File: src/hdl/rms_pkg.sv
// ----------------------------------------------------------------------------
// rms_pkg
// Shared types and constants for the regret matching self-play core.
// ----------------------------------------------------------------------------
package rms_pkg;
  localparam int ACTION_COUNT = 3;
  localparam logic [16:0] ONE_FIX = 17'd65536;
  localparam logic [16:0] THIRD_FIX = 17'd21845;
  localparam logic [47:0] ST_MAX = 48'hFFFF_FFFF_FFFF;
  localparam logic [1:0] MOVE_ROCK = 2'd0;
  localparam logic [1:0] MOVE_PAPER = 2'd1;
  localparam logic [1:0] MOVE_SCISSORS = 2'd2;

  typedef logic [16:0] prob_t;

  // divider handshake: start a quotient, report done
  typedef struct packed {
    logic start;
    logic [65:0] num;
    logic [49:0] den;
  } div_req_t;

  typedef struct packed {
    logic done;
    logic [16:0] quot;
  } div_rsp_t;
endpackage

File: src/hdl/rms_divider.sv
// ----------------------------------------------------------------------------
// rms_divider
// Restoring divider, one quotient bit per cycle, 17-bit quotient.
// Caller guarantees quotient fits in 17 bits (num <= den * 65536).
// ----------------------------------------------------------------------------
module rms_divider (
  input  logic              clk,
  input  logic              rst,
  input  rms_pkg::div_req_t req,
  output rms_pkg::div_rsp_t rsp
);
  import rms_pkg::*;

  logic [65:0] num;
  logic [49:0] den;
  logic [50:0] rem;
  logic [16:0] quot;
  logic [4:0]  cnt;
  logic        busy;
  logic        done;
  logic [50:0] trial;
  logic [50:0] shifted;

  // each quotient bit compares the remainder, shifted left with the next numerator bit, against den; MSB first
  always_comb begin
    shifted = {rem[49:0], num[65]};
    trial   = shifted - {1'b0, den};
  end

  always_ff @(posedge clk) begin
    if (rst) begin
      busy <= 1'b0;
      done <= 1'b0;
    end else begin
      done <= !req.start && busy && (cnt == 5'd16);
      if (req.start) begin
        busy <= 1'b1;
        cnt  <= 5'd0;
      end else if (busy) begin
        if (cnt == 5'd16) begin
          busy <= 1'b0;
        end
        cnt <= cnt + 5'd1;
      end
    end
  end

  // numerator up to 66 bits: shift through all leading bits in first pass
  // by preloading rem with num >> 16, then 17 steps produce quotient.
  always_ff @(posedge clk) begin
    if (req.start) begin
      rem  <= {1'b0, req.num[65:16]};
      num  <= {req.num[15:0], 50'd0};
      den  <= req.den;
      quot <= '0;
    end else if (busy) begin
      if (cnt != 5'd0) begin
        if (!trial[50]) begin
          rem  <= trial;
          quot <= {quot[15:0], 1'b1};
        end else begin
          rem  <= shifted;
          quot <= {quot[15:0], 1'b0};
        end
        num <= {num[64:0], 1'b0};
      end else begin
        // first step: quotient MSB from preloaded remainder
        if (rem >= {1'b0, den}) begin
          rem  <= rem - {1'b0, den};
          quot <= 17'd1;
        end
      end
    end
  end

  assign rsp = '{done: done, quot: quot};
endmodule

File: src/hdl/regret_matching_selfplay_core.sv
// ----------------------------------------------------------------------------
// regret_matching_selfplay_core
// Regret matching self-play for rock-paper-scissors, one iteration per beat.
// ----------------------------------------------------------------------------
// Input channel: in_valid/in_stall with rand_mine, rand_opp. Output channel:
// out_valid/out_stall with moves, current strategy, average strategy,
// avg_valid and iterations_done.
// One beat in, one beat out. An iteration runs six divisions on a single
// shared restoring divider, each one a start, 17 quotient steps and done:
// three for the current strategy (skipped when no regret is positive) and
// three for the average, plus an update state. out_valid rises once the
// last average division is done. in_stall stays high for the whole
// iteration.
// The result sits in the output registers until taken; a new beat is only
// accepted once the output is free, since regrets carry to the next item.
// Synchronous reset clears regrets, strategy totals and the count.
// ----------------------------------------------------------------------------
module regret_matching_selfplay_core (
  input  logic        clk,
  input  logic        rst,
  input  logic        in_valid,
  output logic        in_stall,
  input  logic [15:0] rand_mine,
  input  logic [15:0] rand_opp,
  output logic        out_valid,
  input  logic        out_stall,
  output logic [1:0]  my_move,
  output logic [1:0]  opponent_move,
  output logic [16:0] prob_rock,
  output logic [16:0] prob_paper,
  output logic [16:0] prob_scissors,
  output logic [16:0] avg_rock,
  output logic [16:0] avg_paper,
  output logic [16:0] avg_scissors,
  output logic        avg_valid,
  output logic [31:0] iterations_done
);
  import rms_pkg::*;

  typedef enum logic [6:0] {
    S_IDLE  = 7'b0000001,
    S_PDIV  = 7'b0000010,
    S_PWAIT = 7'b0000100,
    S_UPD   = 7'b0001000,
    S_ADIV  = 7'b0010000,
    S_AWAIT = 7'b0100000,
    S_OUT   = 7'b1000000
  } state_t;

  state_t state;
  logic signed [31:0] regret [ACTION_COUNT];
  logic [47:0] strat [ACTION_COUNT];
  logic [31:0] count;
  logic [15:0] r_mine, r_opp;
  prob_t p [ACTION_COUNT];
  prob_t avg [ACTION_COUNT];
  logic [1:0] idx;
  logic [33:0] psum;
  logic [49:0] tot;
  logic [31:0] pos [ACTION_COUNT];
  logic [1:0] mine, opp;
  logic [17:0] cum0, cum01;

  div_req_t dreq;
  div_rsp_t drsp;

  rms_divider u_div (.clk(clk), .rst(rst), .req(dreq), .rsp(drsp));

  always_comb begin
    for (int a = 0; a < ACTION_COUNT; a++)
      pos[a] = regret[a][31] ? 32'd0 : regret[a];
    psum = {2'b0, pos[0]} + {2'b0, pos[1]} + {2'b0, pos[2]};
    tot  = {2'b0, strat[0]} + {2'b0, strat[1]} + {2'b0, strat[2]};
    cum0  = {1'b0, p[0]};
    cum01 = {1'b0, p[0]} + {1'b0, p[1]};
    mine = ({2'b0, r_mine} < cum0) ? MOVE_ROCK :
           ({2'b0, r_mine} < cum01) ? MOVE_PAPER : MOVE_SCISSORS;
    opp  = ({2'b0, r_opp} < cum0) ? MOVE_ROCK :
           ({2'b0, r_opp} < cum01) ? MOVE_PAPER : MOVE_SCISSORS;
    dreq.start = (state == S_PDIV) || (state == S_ADIV);
    if (state == S_PDIV) begin
      dreq.num = {18'd0, pos[idx], 16'd0};
      dreq.den = {16'd0, psum};
    end else begin
      dreq.num = {2'b0, strat[idx], 16'd0};
      dreq.den = tot;
    end
  end

  // utility of move a against opp, cyclic around opp; the update takes util(a)-util(mine)
  function automatic logic signed [2:0] util(input logic [1:0] a, input logic [1:0] o);
    logic [1:0] d;
    d = (a >= o) ? a - o : a + 2'd3 - o;
    case (d)
      2'd0:    util = 3'sd0;
      2'd1:    util = 3'sd1;
      default: util = -3'sd1;
    endcase
  endfunction

  assign in_stall  = (state != S_IDLE);
  assign out_valid = (state == S_OUT);

  always_ff @(posedge clk) begin
    if (rst) begin
      state <= S_IDLE;
      count <= '0;
      for (int a = 0; a < ACTION_COUNT; a++) begin
        regret[a] <= '0;
        strat[a]  <= '0;
      end
    end else begin
      case (state)
        S_IDLE: if (in_valid) begin
          r_mine <= rand_mine;
          r_opp  <= rand_opp;
          idx    <= 2'd0;
          if (psum == 34'd0) begin
            for (int a = 0; a < ACTION_COUNT; a++) p[a] <= THIRD_FIX;
            state <= S_UPD;
          end else begin
            state <= S_PDIV;
          end
        end
        S_PDIV: state <= S_PWAIT;
        S_PWAIT: if (drsp.done) begin
          p[idx] <= drsp.quot;
          if (idx == 2'd2) state <= S_UPD;
          else begin
            idx   <= idx + 2'd1;
            state <= S_PDIV;
          end
        end
        S_UPD: begin
          for (int a = 0; a < ACTION_COUNT; a++) begin
            logic [48:0] s;
            logic signed [32:0] g;
            s = {1'b0, strat[a]} + {32'd0, p[a]};
            strat[a] <= s[48] ? ST_MAX : s[47:0];
            g = {regret[a][31], regret[a]} +
                33'(util(2'(a), opp) - util(mine, opp));
            if (g > 33'sh0_7FFF_FFFF) regret[a] <= 32'sh7FFF_FFFF;
            else if (g < -33'sh0_8000_0000) regret[a] <= 32'sh8000_0000;
            else regret[a] <= g[31:0];
          end
          my_move       <= mine;
          opponent_move <= opp;
          if (count != 32'hFFFF_FFFF) count <= count + 32'd1;
          idx   <= 2'd0;
          state <= S_ADIV;
        end
        S_ADIV: state <= S_AWAIT;
        S_AWAIT: if (drsp.done) begin
          avg[idx] <= drsp.quot;
          if (idx == 2'd2) state <= S_OUT;
          else begin
            idx   <= idx + 2'd1;
            state <= S_ADIV;
          end
        end
        S_OUT: if (!out_stall) state <= S_IDLE;
        default: state <= S_IDLE;
      endcase
    end
  end

  assign prob_rock       = p[0];
  assign prob_paper      = p[1];
  assign prob_scissors   = p[2];
  assign avg_rock        = avg[0];
  assign avg_paper       = avg[1];
  assign avg_scissors    = avg[2];
  assign avg_valid       = 1'b1;
  assign iterations_done = count;
endmodule

File: config.mk
export PLATFORM = sky130hd
export DESIGN_NAME = regret_matching_selfplay_core
export DESIGN_NICKNAME = d
export VERILOG_FILES = /design/src/hdl/rms_pkg.sv /design/src/hdl/rms_divider.sv /design/src/hdl/regret_matching_selfplay_core.sv
export SDC_FILE = /design/constraint.sdc
export NUM_CORES = 2
export LEC_CHECK = 0
export BUFFER_PORTS_ARGS = -buffer_cell sky130_fd_sc_hd__buf_2
export CAP_MARGIN = 20
export CORE_MARGIN = 2
export CORE_UTILIZATION = 32
export CTS_CLUSTER_SIZE = 24
export DETAILED_ROUTE_END_ITERATION = 12
export GPL_ROUTABILITY_DRIVEN = 0
export PLACE_DENSITY = 0.57
export REMOVE_ABC_BUFFERS = 1
export SETUP_SLACK_MARGIN = 0.15
export SKIP_CTS_REPAIR_TIMING = 1
export SLEW_MARGIN = 20
export SYNTH_ARGS = -nofsm -noshare
export SYNTH_HDL_FRONTEND = slang
export SYNTH_HIERARCHICAL = 1
export SYNTH_SLANG_ARGS = --single-unit
File: constraint.sdc
create_clock -name clk -period 17.45 [get_ports clk]
set_clock_uncertainty 0.15 [all_clocks]
set_input_delay 1.745 -clock clk [delete_from_list [all_inputs] [get_ports clk]]
set_output_delay 1.745 -clock clk [all_outputs]
set_load 0.1 [all_outputs]
==> impl_metrics.csv <==
group,metric,value,unit
status,status,"finished clean",
grt,grt_pass1_wl,245200,um
synthesis,syn-cell-area,50200,um^2
timing,hold_ws,0.3595,ns
grt,grt_antenna_before_repair,3,
setup_path,crit_required,17.78,ns
setup_path,r2r_cells,40,
drt,viasPerCell,5.496,
synthesis,synth_cells,5499,
power_and_ir_drop,power.leakage,23.07,nW
drt,drc_errors,0,
power_and_ir_drop,p_per_area,85.41,nW/um^2
synthesis,synth_area_leaders,"edfxtp_1 (30%), ha_1 (10%), fa_1 (7.3%), a21oi_1 (5.8%), nor2_1 (3.6%)",
setup_path,arrival,11.95,ns
synthesis,yosys_warnings,6,
synthesis,syn_avg_cell_area,9.130,um^2
die,die_width,400.1,um
synthesis,yosysTopAreaCell,"edfxtp_1",
placement,portBuffers,175,
grt,grt-ovfl-total,0,
grt,track_usage,19.63,%
min_path,hold_depth,2,
placement,dp_hpwl,124500,um
timing,drv_slew,0,
clock_tree,worst_skew_pair.late_latency,0.68,ns
setup_path,worstSetupPathType,"reg2reg",
synthesis,ys_types,107,
cells_and_area,area_delta_synth_final,11.07,%
min_path,hp-class,"reg2reg",
die,pin_count,177,
clock_tree,cts_sinks,562,
die,initial_core_util,32.18,%
synthesis,synth_top_area_share,29.97,%
setup_path,start_kind,"flop",
setup_path,slowest_stage,"o21ai_0",
timing,finalCritPeriodShare,66.60,%
cells_and_area,fin_nets,6221,
timing,setup_viol,0,
run,maxCapViolCount,0,
die,coreArea,156000,um^2
clock_tree,cts_root_buf,"clkbuf_16",
die,dieArea,160100,um^2
setup_path,end_kind,"flop",
synthesis,synth-seq-area-share,32.40,%
clock_tree,clockBufferDepth,3,
drt,antenna_left,0,
setup_path,critPathMaxStageDelay,0.94,ns
placement,dpl.cell_count,7576,
timing,relSlewSlack,18.93,%
clock_tree,cts_buffers,70,
cells_and_area,utilization,35.74,%
synthesis,ys.flop_type,"edfxtp_1",
timing,max_freq,86.04,MHz
grt,grt_max_degree,78,
cells_and_area,drive_gt1_share,8.091,%
drt,drt_iter0_markers,4026,
setup_path,critPathMaxFanout,29,
drt,drtPass1Iterations,7,
clock_tree,cts-htree-levels,3,
synthesis,synth_seq_cells,562,
timing,period_minus_slack,11.62,ns
drt,vias,42357,
synthesis,synth_edf_count,501,
drt,drt-total-wl,160700,um
clock_tree,clkTransAtPathRegs,0.06,ns
clock_tree,cts_tree,"yes",
die,die_y,400.1,um
timing,rsz0062_at_grt,"no",
timing,tightest_slew,1.203,ns
drt,wl_per_cell,20.85,um
grt,first_global_vias,40644,
synthesis,postSynth.asyncResetShare,0,%
power_and_ir_drop,peakVddDrop,0.07760,mV
cells_and_area,fin_cells,7707,
die,core.rowCount,145,
timing,hold_viol_final,0,
-- logic make-up (layout without fill, tap and decap cells) --
family	count (synthesis)	count (layout)	share of synthesized area, %
AOI/OAI and AO/OA	1612	1612	20.54
xor gates and xnor gates	360	360	6.318
adders and majority gates	595	595	17.58
buffers and inverters	661	793	5.032
DFF	562	562	32.40
muxes	138	138	2.826
other	2	20	0.01496
and+or+nand+nor	1569	1569	15.29
-- per-stage QoR --
| stage | setup TNS (ns) | worst slack, ns | cell area, um^2 | power, mW |
|---|---|---|---|---|
| 2_1_floorplan | -43.56 | -0.9544 | 49380 | 2.747 |
| 3_3_place_gp | 0 | 5.983 | 53300 | 3.174 |
| 3_5_place_dp | 0 | 5.959 | 53310 | 3.188 |
| 4_1_cts | 0 | 5.875 | 55710 | 4.767 |
| 5_1_grt | 0 | 4.956 | 55760 | 4.991 |
| 6_report | 0 | 5.828 | 55760 | 4.762 |
-- critical path, delay by kind of cell, from the launching register on --
family	cells	cell delay, ns
fa+ha+maj	9	2.96
flops	1	0.41
buf+inv	3	0.79
simple gates	8	1.97
compound gates	18	4.50
xor+xnor	2	0.64
-- final timing paths --
path,startpoint,to,slack [ns]
worst max-delay path,p[0][0],regret[2][29],5.83
worst min-delay path,iterations_done[6],iterations_done[6],0.36
worst max register to register,p[0][0],regret[2][29],5.83
worst min register to register,iterations_done[6],iterations_done[6],0.36
-- power breakdown --
| part | switching (mW) | total, mW | internal (mW) |
|---|---|---|---|
| Sequential | 0.0851 | 1.67 | 1.58 |
| Clock | 0.649 | 1.57 | 0.918 |
| Combinational | 0.959 | 1.53 | 0.570 |
-- synthesized netlist by cell type (90+ instances only) --
| cell type | count |
|---|---|
| xnor2_1 | 184 |
| a21oi_1 | 585 |
| nor3_1 | 97 |
| xor2_1 | 175 |
| fa_1 | 184 |
| ha_1 | 410 |
| inv_1 | 435 |
| a21o_1 | 173 |
| edfxtp_1 | 501 |
| clkbuf_1 | 177 |
| nand2_1 | 319 |
| nor2_1 | 488 |
| nand3_1 | 148 |
| o21a_1 | 90 |
| mux2i_1 | 108 |
| o21ai_0 | 247 |
| a211oi_1 | 92 |
-- cell type report --
class                           instances  area, um^2
Tap cell                             2058        2575
Sequential cell                       562       16270
Clock inverter                         45       536.8
Timing Repair Buffer                  227        1286
Inverter                              437        1640
Clock buffer                           84        1866
Antenna cell                            1       2.502
Fill cell                           15915      100300
Multi-Input combinational cell       4293       31580
-- state kept, by name (all words and copies together) (netlist names), 2 cells and up, named ones only --
| signal | flops |
|---|---|
| my_move | 2 |
| u_div/num | 16 |
| state | 7 |
| regret | 96 |
| u_div/den | 50 |
| p | 51 |
| opponent_move | 2 |
| avg | 51 |
| idx | 2 |
| strat | 144 |
| u_div/quot | 17 |
| r_mine | 16 |
| iterations_done | 32 |
| u_div/cnt | 5 |
| u_div/rem | 51 |
| r_opp | 16 |
-- layer usage --
metal	GRT usage (%)	up-vias	part of all wire, %
met5	0	-	0
met4	5.758	0	2.9
met3	2.649	212	5.4
met2	30.82	1178	45
met1	27.98	20791	47
li1	-	20176	-
-- cells in the final DEF (no fill, tap or decap), types with 26 or more instances in the layout --
master     instances
a21oi_1          584
edfxtp_1         501
nor2_1           485
inv_1            435
ha_1             409
nand2_1          316
o21ai_0          247
xnor2_1          184
fa_1             184
xor2_1           175
buf_2            175
a21o_1           173
nand3_1          148
mux2i_1          108
nor3_1            94
a211oi_1          92
o21a_1            90
and3_1            83
nand4_1           74
nand2b_1          73
clkbuf_16         71
nor2b_1           68
dfxtp_1           59
and2_1            55
a31oi_1           54
buf_4             51
o21bai_1          45
or3_1             38
mux2_2            30
o211ai_1          28
o31ai_1           26
(Power assumes the default switching activity.)
